[src/hdl/blme_pkg.sv]
// shared constants, types and state encoding for the beat level meter envelope
// no dependencies; imported by blme_div and beat_level_meter_envelope
package blme_pkg;

  localparam int LEVEL_WIDTH = 16;
  localparam int FRAC_BITS   = LEVEL_WIDTH - 2;
  localparam int CFG_WIDTH   = 16;
  localparam int VOL_SHIFT   = 14;
  localparam int ATTACK_SHIFT = 14;
  localparam int DECAY_SHIFT  = 16;

  localparam int DIVIDEND_WIDTH = LEVEL_WIDTH + VOL_SHIFT;
  localparam int DIV_STEPS      = DIVIDEND_WIDTH;
  localparam int DIV_CNT_W      = $clog2(DIV_STEPS);

  localparam int PROD_WIDTH = LEVEL_WIDTH + CFG_WIDTH;
  localparam int CMP_WIDTH  = LEVEL_WIDTH + 5;

  localparam logic [LEVEL_WIDTH-1:0] LEVEL_ONE   = LEVEL_WIDTH'(64'd1 << FRAC_BITS);
  localparam logic [LEVEL_WIDTH-1:0] LEVEL_TENTH =
    LEVEL_WIDTH'(((64'd1 << FRAC_BITS) + 64'd5) / 64'd10);
  localparam logic [LEVEL_WIDTH-1:0] LEVEL_MAX   = '1;

  localparam logic [1:0] TICK_MAX = 2'd3;

  localparam logic [CFG_WIDTH-1:0] VOLUME_RESET = 16'd13107;
  localparam logic [CFG_WIDTH-1:0] DECAY_RESET  = 16'd60293;
  localparam logic [CFG_WIDTH-1:0] ATTACK_RESET = 16'd23921;

  typedef enum logic [1:0] {
    CFG_VOLUME = 2'd0,
    CFG_DECAY  = 2'd1,
    CFG_ATTACK = 2'd2
  } cfg_idx_e;

  typedef enum logic [2:0] {
    ST_IDLE,
    ST_DIV,
    ST_CALC,
    ST_MUL,
    ST_WB
  } state_e;

  typedef struct packed {
    logic                      start;
    logic [DIVIDEND_WIDTH-1:0] dividend;
    logic [CFG_WIDTH-1:0]      divisor;
  } div_req_t;

  typedef struct packed {
    logic                      done;
    logic [DIVIDEND_WIDTH-1:0] quotient;
  } div_rsp_t;

endpackage

[src/hdl/blme_div.sv]
// serial restoring divider, one quotient bit per cycle
// depends on blme_pkg for widths and the request/response structs
module blme_div (
  input  logic               clk_i,
  input  logic               rst_ni,
  input  blme_pkg::div_req_t req_i,
  output blme_pkg::div_rsp_t rsp_o
);
  import blme_pkg::*;

  logic                      busy_q, busy_d;
  logic                      done_q, done_d;
  logic [DIV_CNT_W-1:0]      cnt_q, cnt_d;
  logic [DIVIDEND_WIDTH-1:0] dvd_q, dvd_d;
  logic [CFG_WIDTH-1:0]      rem_q, rem_d;
  logic [CFG_WIDTH-1:0]      den_q, den_d;
  logic [CFG_WIDTH:0]        trial;
  logic [CFG_WIDTH+1:0]      diff;

  assign trial = {rem_q, dvd_q[DIVIDEND_WIDTH-1]};
  assign diff  = {1'b0, trial} - {2'b00, den_q};

  always_comb begin
    busy_d = busy_q;
    done_d = 1'b0;
    cnt_d  = cnt_q;
    dvd_d  = dvd_q;
    rem_d  = rem_q;
    den_d  = den_q;
    if (req_i.start) begin
      busy_d = 1'b1;
      cnt_d  = '0;
      dvd_d  = req_i.dividend;
      rem_d  = '0;
      den_d  = req_i.divisor;
    end else if (busy_q) begin
      // remainder stays below the divisor, so it fits the divisor width
      if (!diff[CFG_WIDTH+1]) begin
        rem_d = diff[CFG_WIDTH-1:0];
      end else begin
        rem_d = trial[CFG_WIDTH-1:0];
      end
      dvd_d = {dvd_q[DIVIDEND_WIDTH-2:0], ~diff[CFG_WIDTH+1]};
      cnt_d = cnt_q + 1'b1;
      if (cnt_q == DIV_CNT_W'(DIV_STEPS - 1)) begin
        busy_d = 1'b0;
        done_d = 1'b1;
      end
    end
  end

  always_ff @(posedge clk_i or negedge rst_ni) begin
    if (!rst_ni) begin
      busy_q <= 1'b0;
      done_q <= 1'b0;
      cnt_q  <= '0;
    end else begin
      busy_q <= busy_d;
      done_q <= done_d;
      cnt_q  <= cnt_d;
    end
  end

  always_ff @(posedge clk_i) begin
    dvd_q <= dvd_d;
    rem_q <= rem_d;
    den_q <= den_d;
  end

  assign rsp_o.done     = done_q;
  assign rsp_o.quotient = dvd_q;

  a_done_after_busy: assert property (@(posedge clk_i) disable iff (!rst_ni)
    done_q |-> $past(busy_q))
    else $error("divider done without a running division");

  a_start_only_idle: assert property (@(posedge clk_i) disable iff (!rst_ni)
    req_i.start |-> !busy_q)
    else $error("divider restarted while busy");

  a_busy_no_done: assert property (@(posedge clk_i) disable iff (!rst_ni)
    busy_q |-> !done_q)
    else $error("divider done and busy together");

endmodule

[src/hdl/beat_level_meter_envelope.sv]
// beat level meter envelope: normalize, attack/decay choice, floor and saturation
// depends on blme_pkg and blme_div
// path from the accepting edge to out_valid_o: a reset item goes straight to writeback,
//   a zero-volume tick runs calc, multiply, writeback; nonzero volume first runs the divider
// throughput: one item at a time, the next taken after writeback; a held result stalls this
// reset: previous level 0.1, peak and tick count zero, registers to defaults
module beat_level_meter_envelope (
  input  logic                             clk_i,
  input  logic                             rst_ni,
  input  logic                             cfg_valid_i,
  output logic                             cfg_ready_o,
  input  logic [1:0]                       cfg_index_i,
  input  logic [blme_pkg::CFG_WIDTH-1:0]   cfg_data_i,
  input  logic                             in_valid_i,
  output logic                             in_ready_o,
  input  logic                             op_i,
  input  logic [blme_pkg::LEVEL_WIDTH-1:0] peak_level_i,
  input  logic                             music_playing_i,
  output logic                             out_valid_o,
  input  logic                             out_ready_i,
  output logic [blme_pkg::LEVEL_WIDTH-1:0] meter_value_o
);
  import blme_pkg::*;

  state_e state_q, state_d;

  logic [CFG_WIDTH-1:0]   vol_q, decay_q, attack_q;
  logic [LEVEL_WIDTH-1:0] level_q, peak_q;
  logic [1:0]             ticks_q;
  logic [LEVEL_WIDTH-1:0] lvl_q, m_q, out_q;
  logic                   hold_q, clear_q, out_valid_q;
  logic [PROD_WIDTH-1:0]  prod_q;

  div_req_t div_req;
  div_rsp_t div_rsp;

  logic                      accept, commit;
  logic [LEVEL_WIDTH-1:0]    lvl_in;
  logic [DIVIDEND_WIDTH-1:0] quo_clamped;
  logic [LEVEL_WIDTH-1:0]    m_cur;
  logic                      hold_cur;
  logic [CMP_WIDTH-1:0]      m10, m20, prev11, prev5, peak19, peak_ext;
  logic [PROD_WIDTH-1:0]     mul_a, mul_b;
  logic [PROD_WIDTH-ATTACK_SHIFT-1:0] att_full;
  logic [LEVEL_WIDTH-1:0]    env_res, res;
  logic                      at_floor;

  assign accept      = in_valid_i && in_ready_o;
  assign cfg_ready_o = 1'b1;

  assign lvl_in = music_playing_i ? peak_level_i : '0;

  assign div_req.start    = accept && !op_i && (vol_q != '0);
  assign div_req.dividend = {lvl_in, VOL_SHIFT'(0)};
  assign div_req.divisor  = vol_q;

  blme_div u_div (
    .clk_i  (clk_i),
    .rst_ni (rst_ni),
    .req_i  (div_req),
    .rsp_o  (div_rsp)
  );

  assign quo_clamped = (div_rsp.quotient > DIVIDEND_WIDTH'(LEVEL_ONE)) ?
                       DIVIDEND_WIDTH'(LEVEL_ONE) : div_rsp.quotient;

  // hold selects the decay path, otherwise a new peak is taken with the attack gain
  assign m_cur    = LEVEL_TENTH + lvl_q;
  assign m10      = CMP_WIDTH'(m_cur) * CMP_WIDTH'(10);
  assign m20      = CMP_WIDTH'(m_cur) * CMP_WIDTH'(20);
  assign prev11   = CMP_WIDTH'(level_q) * CMP_WIDTH'(11);
  assign prev5    = CMP_WIDTH'(level_q) * CMP_WIDTH'(5);
  assign peak19   = CMP_WIDTH'(peak_q) * CMP_WIDTH'(19);
  assign peak_ext = CMP_WIDTH'(peak_q);
  assign hold_cur = (ticks_q < TICK_MAX) || (m10 < prev11) ||
                    ((m20 < peak19) && (prev5 > peak_ext));

  // one shared multiplier, operands picked by the path
  assign mul_a = hold_q ? PROD_WIDTH'(level_q) : PROD_WIDTH'(m_q);
  assign mul_b = hold_q ? PROD_WIDTH'(decay_q) : PROD_WIDTH'(attack_q);

  assign att_full = prod_q[PROD_WIDTH-1:ATTACK_SHIFT];
  always_comb begin
    if (hold_q) begin
      env_res = prod_q[DECAY_SHIFT +: LEVEL_WIDTH];
    end else if (att_full > (PROD_WIDTH-ATTACK_SHIFT)'(LEVEL_MAX)) begin
      env_res = LEVEL_MAX;
    end else begin
      env_res = att_full[LEVEL_WIDTH-1:0];
    end
  end
  assign at_floor = (env_res <= LEVEL_TENTH);
  assign res      = at_floor ? LEVEL_TENTH : env_res;

  always_comb begin
    state_d    = state_q;
    in_ready_o = 1'b0;
    commit     = 1'b0;
    unique case (state_q)
      ST_IDLE: begin
        in_ready_o = 1'b1;
        if (in_valid_i) begin
          if (op_i) begin
            state_d = ST_WB;
          end else if (vol_q == '0) begin
            state_d = ST_CALC;
          end else begin
            state_d = ST_DIV;
          end
        end
      end
      ST_DIV: begin
        if (div_rsp.done) begin
          state_d = ST_CALC;
        end
      end
      ST_CALC: state_d = ST_MUL;
      ST_MUL:  state_d = ST_WB;
      ST_WB: begin
        if (!out_valid_q || out_ready_i) begin
          commit  = 1'b1;
          state_d = ST_IDLE;
        end
      end
      default: state_d = ST_IDLE;
    endcase
  end

  always_ff @(posedge clk_i or negedge rst_ni) begin
    if (!rst_ni) begin
      state_q     <= ST_IDLE;
      vol_q       <= VOLUME_RESET;
      decay_q     <= DECAY_RESET;
      attack_q    <= ATTACK_RESET;
      level_q     <= LEVEL_TENTH;
      peak_q      <= '0;
      ticks_q     <= '0;
      out_valid_q <= 1'b0;
    end else begin
      state_q <= state_d;
      if (cfg_valid_i) begin
        unique case (cfg_index_i)
          CFG_VOLUME: vol_q    <= cfg_data_i;
          CFG_DECAY:  decay_q  <= cfg_data_i;
          CFG_ATTACK: attack_q <= cfg_data_i;
          default: ;
        endcase
      end
      if (commit) begin
        out_valid_q <= 1'b1;
        if (clear_q) begin
          level_q <= LEVEL_TENTH;
          peak_q  <= '0;
          ticks_q <= '0;
        end else begin
          level_q <= res;
          if (at_floor) begin
            peak_q <= '0;
          end else if (!hold_q) begin
            peak_q <= m_q;
          end
          if (!hold_q) begin
            ticks_q <= 2'd1;
          end else if (ticks_q < TICK_MAX) begin
            ticks_q <= ticks_q + 2'd1;
          end
        end
      end else if (out_ready_i) begin
        out_valid_q <= 1'b0;
      end
    end
  end

  always_ff @(posedge clk_i) begin
    if (accept) begin
      clear_q <= op_i;
      if (!op_i && (vol_q == '0)) begin
        lvl_q <= (lvl_in > LEVEL_ONE) ? LEVEL_ONE : lvl_in;
      end
    end
    if ((state_q == ST_DIV) && div_rsp.done) begin
      lvl_q <= quo_clamped[LEVEL_WIDTH-1:0];
    end
    if (state_q == ST_CALC) begin
      m_q    <= m_cur;
      hold_q <= hold_cur;
    end
    if (state_q == ST_MUL) begin
      prod_q <= mul_a * mul_b;
    end
    if (commit) begin
      out_q <= clear_q ? LEVEL_TENTH : res;
    end
  end

  assign out_valid_o   = out_valid_q;
  assign meter_value_o = out_q;

  a_out_floor: assert property (@(posedge clk_i) disable iff (!rst_ni)
    out_valid_o |-> (meter_value_o >= LEVEL_TENTH))
    else $error("meter value below the floor");

  a_busy_after_accept: assert property (@(posedge clk_i) disable iff (!rst_ni)
    accept |=> !in_ready_o)
    else $error("new item taken while one is in work");

  a_div_done_in_div: assert property (@(posedge clk_i) disable iff (!rst_ni)
    div_rsp.done |-> (state_q == ST_DIV))
    else $error("divider finished outside the divide state");

  a_level_matches_out: assert property (@(posedge clk_i) disable iff (!rst_ni)
    $past(commit) |-> (level_q == out_q))
    else $error("stored level differs from delivered meter value");

endmodule

[config.mk]
export PLATFORM = sky130hd
export DESIGN_NAME = beat_level_meter_envelope
export DESIGN_NICKNAME = d
export VERILOG_FILES = /design/src/hdl/blme_pkg.sv /design/src/hdl/blme_div.sv /design/src/hdl/beat_level_meter_envelope.sv
export SDC_FILE = /design/constraint.sdc
export NUM_CORES = 1
export LEC_CHECK = 0
export ABC_AREA = 1
export BUFFER_PORTS_ARGS = -buffer_cell sky130_fd_sc_hd__buf_4
export CORE_MARGIN = 4
export CORE_UTILIZATION = 55
export DETAILED_ROUTE_END_ITERATION = 16
export HOLD_SLACK_MARGIN = 0.05
export PLACE_DENSITY = 0.71
export RECOVER_POWER = 50
export SLEW_MARGIN = 20
export SYNTH_ARGS = -nofsm -noshare
export SYNTH_HDL_FRONTEND = slang
export SYNTH_HIERARCHICAL = 1
export SYNTH_SLANG_ARGS = --single-unit
[constraint.sdc]
create_clock -name clk_i -period 7 [get_ports clk_i]
set_input_delay 0.35 -clock clk_i [delete_from_list [all_inputs] [get_ports clk_i]]
set_output_delay 0.35 -clock clk_i [all_outputs]
set_load 0.02 [all_outputs]
==> reports/metrics.yaml, run 1 <==
worstHoldPathType: "primary input to register"
preCtsSetupSlack_ps: 255
ant_nets: 0
grt_use_met1_pct: 36.2
grt.total_usage_pct: 27.7
dpl.hpwl_um: 55200
met3_usage_pct: 2.68
synthDominantCellAreaShare_pct: 17.9
synth.most_common_cell: "nand2_1"
top_regs: "u_div/dvd_q x30, prod_q x18"
rsz0062_at_grt: "true"
firstDrtPassIters: 6
routedWlPerCell_um: 17.3
cp_cell_sequence: "inv_4 -> or2_2 -> o21ai_2 -> inv_1 -> nand2_1 -> fa_1 -> fa_1 -> inv_1 -> fa_1 -> fa_1 -> fa_1 -> inv_1 -> fa_1 -> inv_1 -> ha_1 -> a21o_1 -> a21oi_1 -> o21ai_1 -> a221oi_1 -> nand2_1 -> xor2_1"
largest-register: "u_div/dvd_q"
critPathMostFrequentCell: "fa_1"
holdCritStartpoint: "cfg_data_i[11]"
cts_tree: "yes"
die_x_um: 220
busiest_layer: "met2"
cts_buffer_depth: 3
outcome: "complete, no violations"
ios: 60
diodes: 0
gp_congestion: 0.947
crit_required_ps: 7290
async_flop_share_pct: 41.7
synth_area_leaders: "fa_1, ha_1, edfxtp_1, nand2_1, inv_1"
nets: 3758
path_class: "register to register"
crit_slowest_cell: "fa_1"
grt_antenna_before_repair: 0
max_slew_margin_pct: 12.0
drtIter0Drc: 1291
grt_pass1_vias: 20800
fin_skew_ps: 18.3
floorplan.die_area_sq_um: 48600
yosys_register_bits: 223
largest_reg_flops: 30
finalMaxSlewViolations: 0
die_h_um: 220
synth_common_cells: "nand2_1, inv_1, ha_1, nor2_1, fa_1"
area.growth.synth_to_final_pct: 8.86
rows: 77
coreArea_sq_um: 44400
num_vias: 20500
finalHoldViolCount: 0
yosysWarnings: 6
syn_inst: 3116
maxCapViolCount: 0
cts.sinks: 223
max_freq_mhz: 151
synth_cell_types: 59
cts_buffers: 26
synth_flop_cell: "edfxtp_1"
cts_root_buf: "clkbuf_16"
worst_slew_pin_slew_ps: 1320
clk_latency_ps: 550
r2r_end: "prod_q[24]"
fin_crit_ps: 6620
rrSetupSlack_ps: 380
grt_util_met2_pct: 47.1
wl_um: 66100
max_stage_delay_ps: 550
grt_pass1_wl_um: 107000
vias_per_cell: 5.36
critPathLaunchType: "register"
clk_pin_slew_ps: 60
grt-ovfl-total: 0
setup_slack_ps: 380
io_buffer_count: 58
end_kind: "register"
ys_seq_area_share_pct: 24.6
r2r-start: "hold_q"
synth.avg_cell_area_sq_um: 7.97
crit_cells: 21
cp_top_family: "adder cells"
drcViolationCount: 0
drive_above_1_share_pct: 7.65
holdPathStages: 3
cp_max_fo: 19
htreeDepth: 1
synthesis.area_sq_um: 24800
yosys.area.top_type: "fa_1"
worstHoldEndpoint: "decay_q[11]"
worst-path-buf-inv: 5
start_util_pct: 55.9
finalSetupViolations: 0
critPathArrivalTime_ps: 6910
reg2reg_depth: 21
synth_edf_count: 114
grt_max_degree: 69
post-route-period-util_pct: 94.6
## cell type report
class / instances / area, sq um
Fill cell: 4014 / 17400
Multi-Input combinational cell: 2205 / 16100
Sequential cell: 223 / 6110
Inverter: 640 / 2410
Timing Repair Buffer: 114 / 857
Tap cell: 592 / 741
Clock buffer: 37 / 722
Clock inverter: 11 / 125
## stage by stage
stage          TNS, ps  cell area, sq um  hold WS [ps]  util (%)  instances
2_1_floorplan        0             24900          54.4         -       3130
3_3_place_gp         0             26200           263      58.9       3772
3_5_place_dp         0             26200           268      58.9       3772
4_1_cts              0             27000          82.3      60.8       3822
5_1_grt          -13.0             27000           106      60.9       3822
6_report             0             27000          96.5      60.9       3822
## worst max-delay path by stage
stage | end | slack (ps) | startpoint
after CTS | prod_q[29] | 250 | hold_q
after detailed placement | prod_q[20] | 250 | hold_q
final | prod_q[24] | 380 | hold_q
after global placement | prod_q[20] | 320 | hold_q
after global routing | prod_q[29] | -10 | hold_q
after floorplan | prod_q[31] | 730 | hold_q
## metal layers
metal	up-vias	part of all wire, %	routed length [um]
li1	9985	-	-
met3	166	4.3	2850
met2	552	48	31700
met5	-	0	0
met4	0	4.9	3220
met1	9794	43	28400
## cell families after synthesis
kind of cell / count (synthesis) / synth area share [%]
buf+inv: 702 / 11.0
fa+ha+maj: 507 / 32.3
xor+xnor: 86 / 3.03
other cells: 2 / 0.0302
flops: 223 / 24.6
compound gates: 397 / 8.88
simple gates: 1199 / 20.2
## tightest hold or removal path: cells and delay by family
family	cells	cell delay [ps]
AO/OA/AOI/OAI	1	90
buffers and inverters	2	190
## timing repair
item | CTS | global route
endpoints found under the hold margin | 26 | 0
gates resized for setup | 0 | 14
setup buffers | 0 | 0
setup endpoints to repair | 0 | 12
hold buffers | 2 | 0
## cell usage in the layout (no fill, tap or decap), types with 24 or more instances in the layout
| master | netlist | routed |
|---|---|---|
| nand2_1 | 714 | 714 |
| inv_1 | 620 | 618 |
| ha_1 | 285 | 285 |
| nor2_1 | 244 | 240 |
| fa_1 | 222 | 222 |
| a21oi_1 | 143 | 143 |
| nand3_1 | 129 | 129 |
| o21ai_0 | 130 | 128 |
| edfxtp_1 | 114 | 114 |
| buf_4 | 5 | 104 |
| dfrtp_1 | 61 | 61 |
| o21ai_1 | 46 | 48 |
| xnor2_1 | 43 | 43 |
| xor2_1 | 43 | 43 |
| clkbuf_16 | 0 | 26 |
| dfstp_2 | 32 | 24 |
Power of run 1 is not shown: default switching activity piles up to over one toggle a cycle in this logic, so the estimate is an artifact.
==> run 2, diff against run 1 <==
- clock period: 7 -> 6.13 ns (I/O delays scaled with it)
==> reports/metrics.yaml, run 2 (synthesized netlist as in run 1, its figures left out) <==
cts_tree: "yes"
ios: 60  # unchanged
routedWlPerCell_um: 17.1  # -1.2%
grt_pass1_wl_um: 109000  # +2.1%
die_h_um: 220  # unchanged
stdcell_count: 3992  # +4.4%
grt_antenna_before_repair: 0  # unchanged
critPathArrivalTime_ps: 6430  # -480 ps
dpl.hpwl_um: 56000  # +1.4%
path_class: "register to register"
area.growth.synth_to_final_pct: 18.3
critPathLaunchType: "register"
clk_latency_ps: 560  # about the same
grt_pass1_vias: 21500  # +3.4%
finalHoldViolCount: 0  # unchanged
firstDrtPassIters: 7  # +1
worst_hold_slack_ps: 63.3  # -33.2 ps
violations: "max-capacitance violations, max-slew violations"
rsz0062_at_grt: "true"
dp.cells: 3902  # +3.4%
grt.total_usage_pct: 28.1  # +0.48 points
nets: 3926  # +4.5%
ant_nets: 0  # unchanged
grt_max_degree: 71  # +2.9%
grt-ovfl-total: 0  # unchanged
outcome: "finished with violations"
max_slew_margin_pct: -157  # -170 points
cts.sinks: 223  # unchanged
htreeDepth: 1  # unchanged
top_regs: "u_div/dvd_q x30, prod_q x18"
largest_reg_flops: 30  # unchanged
placed_area_sq_um: 27200  # +4.2%
cts_buffers: 28  # +7.7%
critPathMostFrequentCell: "fa_1"
clk_pin_slew_ps: 60  # about the same
wl_um: 68200  # +3.2%
rows: 77  # unchanged
drive_above_1_share_pct: 17.2  # +9.5 points
finalSetupViolations: 0  # unchanged
maxCapViolCount: 1  # +1
max_stage_delay_ps: 550  # about the same
finalMaxSlewViolations: 71  # +71
largest-register: "u_div/dvd_q"
vias_per_cell: 5.31  # -1.0%
layout_commonest_cell: "nand2_1"
post-route-period-util_pct: 99.9  # +5.4 points
start_util_pct: 55.9  # unchanged
crit_required_ps: 6440  # -850 ps
io_buffer_count: 58  # unchanged
end_kind: "register"
final_cell_mix: "nand2_1, inv_1, ha_1, nor2_1, fa_1"
cts_buffer_depth: 3  # unchanged
n_fill_cell: 3759  # -6.4%
floorplan.die_area_sq_um: 48600  # unchanged
final_area_sq_um: 29400  # +8.7%
drcViolationCount: 0  # unchanged
drtIter0Drc: 1532  # +19%
die_x_um: 220  # unchanged
crit_slowest_cell: "fa_1"
diodes: 0  # unchanged
worstHoldPathType: "primary input to register"
fin_crit_ps: 6130  # -494 ps
num_vias: 21200  # +3.4%
gp_congestion: 0.969  # +2.3%
cp_max_fo: 12  # -7
cts_root_buf: "clkbuf_16"
worst_slew_pin_slew_ps: 3860  # +2540 ps
coreArea_sq_um: 44400  # unchanged
max_freq_mhz: 163  # +8.1%
fin_skew_ps: 12.5  # -5.85 ps
## run 2: per-layer routing
| metal | vias to the layer above | track usage [%] | routed length, um |
|---|---|---|---|
| li1 | 10300 | - | - |
| met1 | 10200 | 36.2 | 28800 |
| met2 | 536 | 49.3 | 33500 |
| met3 | 156 | 3.36 | 3080 |
| met4 | 0 | 9.86 | 2890 |
| met5 | - | 0 | 0 |
## run 2: cell type report
type                            count  area [sq um]  area share, %
Inverter                          640          2430           8.26
Tap cell                          592           741           2.52
Clock inverter                     14           114          0.387
Multi-Input combinational cell   2205         16900           57.6
Sequential cell                   223          6110           20.8
Timing Repair Buffer              280          2240           7.63
Clock buffer                       38           811           2.76
## run 2: worst max-delay path, delay by kind of cell (launching register included)
| kind | cells | cell delay [ps] |
|---|---|---|
| fa+ha+maj | 7 | 3290 |
| buf+inv | 10 | 890 |
| simple gates | 5 | 590 |
| flops | 1 | 480 |
| compound gates | 3 | 430 |
| xor+xnor | 1 | 180 |
## run 2: path summary, 6_finish.rpt
| path | depth (start not counted) | endpoint | slack (ps) | start |
|---|---|---|---|---|
| worst max-delay path | 26 | prod_q[22] | 5 | hold_q |
| worst min-delay path | 3 | attack_q[0] | 60 | cfg_data_i[0] |
| worst max register to register | 26 | prod_q[22] | 5 | hold_q |
| min in group asynchronous | 2 | vol_q[10] | 560 | rst_ni |
| worst min register to register | 0 | u_div/den_q[15] | 470 | vol_q[15] |
| max in group asynchronous | 3 | level_q[15] | 1300 | rst_ni |
## run 2: what timing repair did
item / in CTS / in global routing
pin swaps: 33 / 86
buffers inserted: 7 / 19
hold endpoints to repair: 41 / 0
hold buffers: 10 / 0
endpoints found under the setup margin: 17 / 18
cloned: 2 / 2
resized for setup: 85 / 197
## run 2: stage by stage
stage	util (%)	setup TNS (ps)	setup WS [ps]
2_1_floorplan	-	0	2.94
6_report	66.2	0	4.65
4_1_cts	64.5	-9.86	-9.86
3_5_place_dp	61.4	-2170	-229
5_1_grt	66.2	-1600	-250
3_3_place_gp	61.4	-1080	-162
Power of run 2 is left out for the same reason.
